File: config.mk
export PLATFORM = sky130hd
export DESIGN_NAME = answer_tone_am_detector
export DESIGN_NICKNAME = d
export VERILOG_FILES = /design/src/rtl/ansam_pkg.sv /design/src/rtl/ansam_ctrl.sv /design/src/rtl/ansam_dp.sv /design/src/rtl/answer_tone_am_detector.sv
export SDC_FILE = /design/constraint.sdc
export NUM_CORES = 2
export LEC_CHECK = 0
export BUFFER_PORTS_ARGS = -buffer_cell sky130_fd_sc_hd__buf_2
export CORE_MARGIN = 3
export CORE_UTILIZATION = 50
export CTS_CLUSTER_SIZE = 8
export DETAILED_ROUTE_END_ITERATION = 16
export GPL_TIMING_DRIVEN = 1
export PLACE_DENSITY = 0.68
export SLEW_MARGIN = 20
export SYNTH_ARGS = -nofsm -noshare
export SYNTH_HDL_FRONTEND = slang
export SYNTH_HIERARCHICAL = 1
export SYNTH_MEMORY_MAX_BITS = 65536
export SYNTH_SLANG_ARGS = --single-unit
File: constraint.sdc
create_clock -name i_clk -period 35.7 [get_ports i_clk]
set_input_delay 0 -clock i_clk [delete_from_list [all_inputs] [get_ports i_clk]]
set_output_delay 0 -clock i_clk [all_outputs]
set_load 0.01 [all_outputs]
File: src/rtl/ansam_pkg.sv
// Shared types, constants and lookup tables of the answer tone detector.
package ansam_pkg;

    localparam int BLOCK_LENGTH  = 80;
    localparam int CORDIC_STEPS  = 16;
    localparam int TONE_STEP     = 21;
    localparam int CORDIC_GAIN   = 39797;
    localparam int CORDIC_W      = 28;
    localparam int STEP_W        = $clog2(CORDIC_STEPS);
    localparam int POS_W         = 7;

    localparam logic [1:0] CFG_MIN_BLOCKS    = 2'd0;
    localparam logic [1:0] CFG_MIN_REVERSALS = 2'd1;
    localparam logic [1:0] CFG_REV_THRESHOLD = 2'd2;
    localparam logic [1:0] CFG_AM_RATIO      = 2'd3;

    typedef enum logic [8:0] {
        S_IDLE = 9'b000000001,
        S_MUL  = 9'b000000010,
        S_ACC  = 9'b000000100,
        S_CORD = 9'b000001000,
        S_STEP = 9'b000010000,
        S_GAIN = 9'b000100000,
        S_RND  = 9'b001000000,
        S_UPD  = 9'b010000000,
        S_EMIT = 9'b100000000
    } t_state;

    typedef struct packed {
        logic load;
        logic mul;
        logic acc;
        logic cord_init;
        logic cord_step;
        logic gain;
        logic rnd;
        logic upd;
        logic pres;
        logic emit;
    } t_cmd;

    typedef struct packed {
        logic block_end;
        logic cord_last;
        logic out_free;
    } t_status;

    // round(32767*cos(2*pi*m/80)) for m = 0..20
    function automatic logic signed [15:0] quarter_cos(input logic [4:0] m);
        logic signed [15:0] v;
        case (m)
            5'd0:  v = 16'sd32767;  5'd1:  v = 16'sd32666;  5'd2:  v = 16'sd32364;
            5'd3:  v = 16'sd31862;  5'd4:  v = 16'sd31163;  5'd5:  v = 16'sd30273;
            5'd6:  v = 16'sd29196;  5'd7:  v = 16'sd27938;  5'd8:  v = 16'sd26509;
            5'd9:  v = 16'sd24916;  5'd10: v = 16'sd23170;  5'd11: v = 16'sd21280;
            5'd12: v = 16'sd19260;  5'd13: v = 16'sd17121;  5'd14: v = 16'sd14876;
            5'd15: v = 16'sd12539;  5'd16: v = 16'sd10126;  5'd17: v = 16'sd7649;
            5'd18: v = 16'sd5126;   5'd19: v = 16'sd2571;
            default: v = 16'sd0;
        endcase
        return v;
    endfunction

    function automatic logic signed [15:0] cos_ref(input logic [6:0] m);
        logic signed [15:0] v;
        if (m <= 7'd20)      v = quarter_cos(m[4:0]);
        else if (m <= 7'd40) v = -quarter_cos(5'(7'd40 - m));
        else if (m <= 7'd60) v = -quarter_cos(5'(m - 7'd40));
        else                 v = quarter_cos(5'(7'd80 - m));
        return v;
    endfunction

    // round(atan(2^-i) * 65536 / (2*pi))
    function automatic logic [15:0] atan_turns(input logic [STEP_W-1:0] i);
        logic [15:0] v;
        case (5'(i))
            5'd0:  v = 16'd8192; 5'd1:  v = 16'd4836; 5'd2:  v = 16'd2555;
            5'd3:  v = 16'd1297; 5'd4:  v = 16'd651;  5'd5:  v = 16'd326;
            5'd6:  v = 16'd163;  5'd7:  v = 16'd81;   5'd8:  v = 16'd41;
            5'd9:  v = 16'd20;   5'd10: v = 16'd10;   5'd11: v = 16'd5;
            5'd12: v = 16'd3;    5'd13: v = 16'd1;    5'd14: v = 16'd1;
            default: v = 16'd0;
        endcase
        return v;
    endfunction

endpackage

File: src/rtl/ansam_ctrl.sv
// Sequencer: steps one sample through multiply, accumulate and block-end work.
module ansam_ctrl (
    input  logic              i_clk,
    input  logic              i_rst_n,
    input  logic              i_in_valid,
    input  ansam_pkg::t_status i_status,
    output ansam_pkg::t_cmd   o_cmd,
    output logic              o_in_stall
);

    ansam_pkg::t_state r_state, n_state;

    always_ff @(posedge i_clk) begin
        if (!i_rst_n) begin
            r_state <= ansam_pkg::S_IDLE;
        end else begin
            r_state <= n_state;
        end
    end

    assign o_in_stall = (r_state != ansam_pkg::S_IDLE);

    always_comb begin
        n_state = r_state;
        o_cmd   = '0;
        case (r_state)
            ansam_pkg::S_IDLE: begin
                if (i_in_valid) begin
                    o_cmd.load = 1'b1;
                    n_state    = ansam_pkg::S_MUL;
                end
            end
            ansam_pkg::S_MUL: begin
                o_cmd.mul = 1'b1;
                n_state   = ansam_pkg::S_ACC;
            end
            ansam_pkg::S_ACC: begin
                o_cmd.acc = 1'b1;
                n_state   = i_status.block_end ? ansam_pkg::S_CORD : ansam_pkg::S_IDLE;
            end
            ansam_pkg::S_CORD: begin
                o_cmd.cord_init = 1'b1;
                n_state         = ansam_pkg::S_STEP;
            end
            ansam_pkg::S_STEP: begin
                o_cmd.cord_step = 1'b1;
                if (i_status.cord_last) n_state = ansam_pkg::S_GAIN;
            end
            ansam_pkg::S_GAIN: begin
                o_cmd.gain = 1'b1;
                n_state    = ansam_pkg::S_RND;
            end
            ansam_pkg::S_RND: begin
                o_cmd.rnd = 1'b1;
                n_state   = ansam_pkg::S_UPD;
            end
            ansam_pkg::S_UPD: begin
                o_cmd.upd = 1'b1;
                n_state   = ansam_pkg::S_EMIT;
            end
            ansam_pkg::S_EMIT: begin
                // hold until the output register is free
                o_cmd.pres = i_status.out_free;
                o_cmd.emit = i_status.out_free;
                if (i_status.out_free) n_state = ansam_pkg::S_IDLE;
            end
            default: n_state = ansam_pkg::S_IDLE;
        endcase
    end

endmodule

File: src/rtl/ansam_dp.sv
// Datapath: correlators, shared CORDIC, block statistics and output register.
module ansam_dp (
    input  logic               i_clk,
    input  logic               i_rst_n,
    input  ansam_pkg::t_cmd    i_cmd,
    output ansam_pkg::t_status o_status,
    input  logic               i_cfg_we,
    input  logic [1:0]         i_cfg_index,
    input  logic [14:0]        i_cfg_data,
    input  logic signed [15:0] i_sample,
    input  logic               i_out_stall,
    output logic               o_out_valid,
    output logic               o_present,
    output logic               o_reversal_seen,
    output logic [7:0]         o_reversal_total,
    output logic [15:0]        o_blocks_seen,
    output logic [23:0]        o_block_amplitude,
    output logic [15:0]        o_block_phase
);

    localparam int CW = ansam_pkg::CORDIC_W;

    logic [9:0]  r_min_blocks, r_am_ratio;
    logic [7:0]  r_min_rev;
    logic [14:0] r_rev_thr;

    logic signed [15:0] r_sample;
    logic signed [31:0] r_prod_i, r_prod_q;
    logic signed [39:0] r_sum_i, r_sum_q;
    logic [ansam_pkg::POS_W-1:0] r_pos, r_ref;

    logic signed [CW-1:0] r_x, r_y;
    logic [15:0] r_z;
    logic        r_zero;
    logic [ansam_pkg::STEP_W-1:0] r_step;
    logic [42:0] r_gain;
    logic [23:0] r_amp;
    logic [15:0] r_phase;

    logic [15:0] r_last_phase;
    logic        r_last_valid, r_seen, r_present;
    logic [23:0] r_small, r_large;
    logic [7:0]  r_rev_cnt;
    logic [15:0] r_blk_cnt;

    logic [6:0]  w_ref_q, w_ref_next;
    logic signed [24:0] w_xs, w_ys;
    logic signed [CW-1:0] w_xe, w_ye, w_xsh, w_ysh;
    logic [27:0] w_rnd;
    logic [15:0] w_dphase;
    logic [16:0] w_dmag;
    logic        w_rev;
    logic        w_pres;

    assign w_ref_q    = (r_ref >= 7'd20) ? 7'(r_ref - 7'd20) : 7'(r_ref + 7'd60);
    assign w_ref_next = (r_ref >= 7'd59) ? 7'(r_ref - 7'd59) : 7'(r_ref + 7'd21);
    assign w_xs  = 25'(r_sum_i >>> 15);
    assign w_ys  = 25'(r_sum_q >>> 15);
    assign w_xe  = CW'(w_xs);
    assign w_ye  = CW'(w_ys);
    assign w_xsh = r_x >>> r_step;
    assign w_ysh = r_y >>> r_step;
    assign w_rnd = 28'((r_gain + 43'd32768) >> 16);
    assign w_dphase = r_phase - r_last_phase;
    assign w_dmag   = w_dphase[15] ? 17'(17'd65536 - {1'b0, w_dphase}) : {1'b0, w_dphase};
    assign w_rev    = r_last_valid && (w_dmag > {2'b00, r_rev_thr});

    // presence check on the statistics updated for this block
    assign w_pres = (r_blk_cnt >= {6'd0, r_min_blocks}) && (r_rev_cnt >= r_min_rev) &&
                    (r_small != 24'd0) &&
                    ({r_large, 8'd0} > 34'(r_small) * 34'(r_am_ratio));

    assign o_status.block_end = (r_pos == 7'(ansam_pkg::BLOCK_LENGTH - 1));
    assign o_status.cord_last = (r_step == ansam_pkg::STEP_W'(ansam_pkg::CORDIC_STEPS - 1));
    assign o_status.out_free  = !o_out_valid || !i_out_stall;

    always_ff @(posedge i_clk) begin
        if (!i_rst_n) begin
            r_min_blocks <= 10'd100;
            r_min_rev    <= 8'd1;
            r_rev_thr    <= 15'd22947;
            r_am_ratio   <= 10'd333;
        end else if (i_cfg_we) begin
            case (i_cfg_index)
                ansam_pkg::CFG_MIN_BLOCKS:    r_min_blocks <= i_cfg_data[9:0];
                ansam_pkg::CFG_MIN_REVERSALS: r_min_rev    <= i_cfg_data[7:0];
                ansam_pkg::CFG_REV_THRESHOLD: r_rev_thr    <= i_cfg_data;
                ansam_pkg::CFG_AM_RATIO:      r_am_ratio   <= i_cfg_data[9:0];
                default: ;
            endcase
        end
    end

    // payload pipeline
    always_ff @(posedge i_clk) begin
        if (i_cmd.load) r_sample <= i_sample;
        if (i_cmd.mul) begin
            r_prod_i <= r_sample * ansam_pkg::cos_ref(r_ref);
            r_prod_q <= r_sample * ansam_pkg::cos_ref(w_ref_q);
        end
        if (i_cmd.cord_init) begin
            r_zero <= (w_xs == 25'sd0) && (w_ys == 25'sd0);
            if (w_xs < 0) begin
                r_x <= -w_xe;
                r_y <= -w_ye;
                r_z <= 16'd32768;
            end else begin
                r_x <= w_xe;
                r_y <= w_ye;
                r_z <= 16'd0;
            end
        end else if (i_cmd.cord_step) begin
            if (r_y >= 0) begin
                r_x <= r_x + w_ysh;
                r_y <= r_y - w_xsh;
                r_z <= r_z + ansam_pkg::atan_turns(r_step);
            end else begin
                r_x <= r_x - w_ysh;
                r_y <= r_y + w_xsh;
                r_z <= r_z - ansam_pkg::atan_turns(r_step);
            end
        end
        if (i_cmd.gain) begin
            r_gain <= (r_x < 0) ? 43'd0
                    : 43'(r_x[CW-2:0]) * 43'(ansam_pkg::CORDIC_GAIN);
        end
        if (i_cmd.rnd) begin
            r_amp   <= (w_rnd > 28'hFFFFFF) ? 24'hFFFFFF : w_rnd[23:0];
            r_phase <= r_zero ? 16'd0 : r_z;
        end
        if (i_cmd.upd) r_seen <= w_rev;
        if (i_cmd.emit) begin
            o_present         <= r_present || w_pres;
            o_reversal_seen   <= r_seen;
            o_reversal_total  <= r_rev_cnt;
            o_blocks_seen     <= r_blk_cnt;
            o_block_amplitude <= r_amp;
            o_block_phase     <= r_phase;
        end
    end

    // control-side state
    always_ff @(posedge i_clk) begin
        if (!i_rst_n) begin
            r_sum_i      <= '0;
            r_sum_q      <= '0;
            r_pos        <= '0;
            r_ref        <= '0;
            r_step       <= '0;
            r_last_phase <= '0;
            r_last_valid <= 1'b0;
            r_small      <= 24'hFFFFFF;
            r_large      <= '0;
            r_rev_cnt    <= '0;
            r_blk_cnt    <= '0;
            r_present    <= 1'b0;
            o_out_valid  <= 1'b0;
        end else begin
            if (i_cmd.acc) begin
                r_sum_i <= r_sum_i + 40'(r_prod_i);
                r_sum_q <= r_sum_q - 40'(r_prod_q);
                r_pos   <= 7'(r_pos + 7'd1);
                r_ref   <= w_ref_next;
            end
            if (i_cmd.cord_init) begin
                // clear for the next block once the sums are taken
                r_sum_i <= '0;
                r_sum_q <= '0;
                r_pos   <= '0;
                r_ref   <= '0;
                r_step  <= '0;
            end else if (i_cmd.cord_step) begin
                r_step <= r_step + 1'b1;
            end
            if (i_cmd.upd) begin
                if (r_amp < r_small) r_small <= r_amp;
                if (r_amp > r_large) r_large <= r_amp;
                if (w_rev && r_rev_cnt != 8'hFF) r_rev_cnt <= r_rev_cnt + 8'd1;
                if (r_blk_cnt != 16'hFFFF) r_blk_cnt <= r_blk_cnt + 16'd1;
                r_last_phase <= r_phase;
                r_last_valid <= 1'b1;
            end
            if (i_cmd.pres && w_pres) begin
                r_present <= 1'b1;
            end
            if (i_cmd.emit) begin
                o_out_valid <= 1'b1;
            end else if (!i_out_stall) begin
                o_out_valid <= 1'b0;
            end
        end
    end

endmodule

File: src/rtl/answer_tone_am_detector.sv
// Top level of the 2100 Hz answer tone detector with amplitude modulation check.
//
//   channel  direction  handshake                 payload
//   input    in         i_in_valid / o_in_stall    i_sample
//   output   out        o_out_valid / i_out_stall  o_present .. o_block_phase
//   config   in         i_cfg_we                   i_cfg_index, i_cfg_data
//
// A sample passes through register, multiply and accumulate steps; input
// stall is high while a sample is in work, so the next beat waits for idle.
// The 80th sample adds block-end work, set by the 16 CORDIC iterations on
// one shared shift-add unit, plus gain and statistics steps.
// Reset is synchronous and resets all control and statistics state.
// A stalled result beat holds; the next block end waits for it to be taken.
module answer_tone_am_detector (
    input  logic               i_clk,
    input  logic               i_rst_n,
    input  logic               i_cfg_we,
    input  logic [1:0]         i_cfg_index,
    input  logic [14:0]        i_cfg_data,
    input  logic               i_in_valid,
    output logic               o_in_stall,
    input  logic signed [15:0] i_sample,
    output logic               o_out_valid,
    input  logic               i_out_stall,
    output logic               o_present,
    output logic               o_reversal_seen,
    output logic [7:0]         o_reversal_total,
    output logic [15:0]        o_blocks_seen,
    output logic [23:0]        o_block_amplitude,
    output logic [15:0]        o_block_phase
);

    ansam_pkg::t_cmd    w_cmd;
    ansam_pkg::t_status w_status;

    ansam_ctrl u_ctrl (
        .i_clk      (i_clk),
        .i_rst_n    (i_rst_n),
        .i_in_valid (i_in_valid),
        .i_status   (w_status),
        .o_cmd      (w_cmd),
        .o_in_stall (o_in_stall)
    );

    ansam_dp u_dp (
        .i_clk             (i_clk),
        .i_rst_n           (i_rst_n),
        .i_cmd             (w_cmd),
        .o_status          (w_status),
        .i_cfg_we          (i_cfg_we),
        .i_cfg_index       (i_cfg_index),
        .i_cfg_data        (i_cfg_data),
        .i_sample          (i_sample),
        .i_out_stall       (i_out_stall),
        .o_out_valid       (o_out_valid),
        .o_present         (o_present),
        .o_reversal_seen   (o_reversal_seen),
        .o_reversal_total  (o_reversal_total),
        .o_blocks_seen     (o_blocks_seen),
        .o_block_amplitude (o_block_amplitude),
        .o_block_phase     (o_block_phase)
    );

    a_emit_cause: assert property (@(posedge i_clk) disable iff (!i_rst_n)
        $rose(o_out_valid) |-> $past(w_cmd.emit))
        else $error("result beat without block end");

    a_present_sticky: assert property (@(posedge i_clk) disable iff (!i_rst_n)
        (o_out_valid && !i_out_stall && o_present) |=> ##0 (!w_cmd.emit || o_present))
        else $error("present flag dropped");

    a_emit_free: assert property (@(posedge i_clk) disable iff (!i_rst_n)
        w_cmd.emit |-> (!o_out_valid || !i_out_stall))
        else $error("result overwritten while stalled");

endmodule
==> run summary <==
clk_skew: 0.0534 ns
top post-synthesis cells by area: fa_1 (23%), ha_1 (12%), edfxtp_1 (11%), dfxtp_1 (7.0%), inv_1 (5.8%)
Final TNS setup: 0 ns
Clock Sinks: 558
Final setup viols: 0
status: finished, final reports clean
CP dominant cell by count: fa_1
Synth Area in Adders: 0.353
Vias: 61100
Slew headroom: 0.211
global-route usage over all layers: 0.259
Syn. warnings: 6
Final Routed Wirelength: 204 mm
clock transition at the registers of the reported paths: 0.05 ns
Initial Utilization: 0.506
post-CTS setup buffers: 0
Tightest Pin Transition: 1.18 ns
max cap viols: 0
post-synthesis sequential area ratio: 0.182
unrepaired setup endpoints after global routing: no
Worst Hold Class: in -> reg
Max Fanout on Critical Path: 73
Final nets: 10300
num rows: 143
largest net degree at the start of global routing: 99
main combinational cell family by area after synthesis: adder cells
Startpoint Class: flop
post-layout minimum cycle time: 12.63 ns
I/O Pins: 106
die area: 0.159 mm^2
Post-Syn Nets: 10300
Synth top cells by count: inv_1 (1199), nand2_1 (924), fa_1 (896)
mux share of post-synthesis cell area: 0.0427
clk root buf: clkbuf_16
Mapped Avg Cell Area: 8.96 um^2
Crit path arrival time: 13.04 ns
drt first-iter violations: 4170
layout cells sized above 1: 0.0582
Final Cycle Share: 0.354
Final Hold Viols: 0
clock buffer count from CTS: 84
Yosys top cell by area: fa_1
number of flops mapped to enable cells by yosys: 288
Core ar.: 0.153 mm^2
Post-synth ARST share: 0
IO buf count: 105
Worst setup EP type: flop
dominant synthesized flop cell: edfxtp_1
TritonRoute pass-1 iters: 9
Post-Synth Simple-Gate Area: 0.159
number of global-route vias before repair: 62600
Detail Route Antenna Nets: 0
Final GP Congestion: 0.950
worst setup path startpoint: u_dp/r_ref[2]$_SDFFE_PP0P_
Worst Hold Path Cells: 4
Die H: 399 um
worst r2r src: u_dp/r_ref[2]$_SDFFE_PP0P_
worst-skew pair later-pin latency: 0.72 ns
final global-route overflow total: 0
cell area after synthesis: 0.0772 mm^2
CTS H-tree lvls: 3
post-synthesis cell type count: 112
DRC Markers: 0
max incr delay on CP: 1.00 ns
final slew viol count: 0
CP max-delay cell: ha_1
CTS tree: built
Detail Placement HPWL: 155 mm
Compound-Gate Fraction of Synth Area: 0.128
XOR/XNOR share of the synthesized area: 0.0562
FMAX: 0.0792 GHz
CP Class: reg -> reg
P&R area growth vs syn: 7.56%
initial antenna violation count: 5
post-synthesis register bit count: 558
post-synth top area share: 0.232
Die X-Extent: 399 um
Worst Path Required: 36.11 ns
wire per inst: 19.1 um
count leader, synth: inv_1
global-route wire length before repair: 332 mm
min-delay src: i_cfg_data[8]
Vias/cell: 5.71
CTS max path bufs: 3
Worst Reg-to-Reg Cells: 37
Cells after Synth: 8606
## cells in the final DEF, fill, tap and decap left out, types with 166 or more instances in the layout
master,n
mux2i_1,166
dfxtp_1,265
ha_1,739
o21ai_0,361
fa_1,896
nor2b_1,214
xnor2_1,315
and2_1,308
edfxtp_1,288
a21oi_1,417
inv_1,1199
xor2_1,168
nor2_1,467
nand2_1,924
## timing repair
action / in CTS / in global routing
hold buffers: 74 / 0
hold endpoints to repair: 116 / 0
gates resized for setup: 0 / 0
## sequential cells by signal, indices dropped and copies added (netlist names), 24 cells and up, named ones only
signal                  cells
u_dp/o_block_amplitude     24
u_dp/r_sum_i               40
u_dp/r_amp                 24
u_dp/r_large               24
u_dp/r_sum_q               40
u_dp/r_small               24
u_dp/r_prod_i              32
u_dp/r_prod_q              32
u_dp/r_y                   28
u_dp/r_gain                28
u_dp/r_x                   28
## layout make-up
class,count,area [um^2]
diodes,4,10.0
clock buffers,137,2310
clock inverters,15,248
fillers,13700,69600
inverters,1212,4550
multi-input cells,6451,57100
flip-flops and latches,558,14100
well taps,2030,2540
repair buffers,293,2140
## worst paths after layout
kind	to	slack [ns]
hold reg to reg	u_dp/r_present$_SDFFE_PN0P_	0.46
hold / removal	u_dp/r_am_ratio[8]$_SDFFE_PN1P_	0.15
setup / recovery	u_dp/r_prod_q[31]$_DFFE_PP_	23.07
setup reg to reg	u_dp/r_prod_q[31]$_DFFE_PP_	23.07
## per-stage QoR
step                       util  setup WS, ns  hold WS (ns)  instance area, um^2  instances
after floorplan               -         24.29        0.0989                77200       8606
after global placement    0.522         23.46         0.176                79600      10500
after detailed placement  0.522         23.27         0.178                79600      10500
after CTS                 0.543         23.24         0.102                82900      10700
after global routing      0.544         22.25         0.160                83000      10700
final                     0.544         23.07         0.151                83000      10700
## routing by layer
layer	routed length [um]	vias to the layer above	track usage	part of all wire
li1	-	28600	-	-
met1	84100	30100	0.329	0.41
met2	99700	1954	0.451	0.49
met3	12200	420	0.0327	0.060
met4	7810	2	0.0941	0.038
met5	19	-	0	0.000093
## kinds of logic after synthesis
family                     count (synthesis)
muxes                                    253
AOI/OAI and AO/OA                       1550
and+or+nand+nor                         2522
DFF                                      558
buffers and inverters                   1597
adders and majority gates               1636
xor gates and xnor gates                 490
## critical path, delay by kind of cell (launching register included)
| family | cells | cell delay, ns |
|---|---|---|
| AOI/OAI and AO/OA | 12 | 2.52 |
| xor gates and xnor gates | 1 | 0.15 |
| adders and majority gates | 9 | 4.75 |
| buffers and inverters | 9 | 2.59 |
| DFF | 1 | 0.30 |
| and+or+nand+nor | 6 | 1.96 |
Power is not shown: default switching activity piles up to over one toggle a cycle in this logic, so the estimate is an artifact.
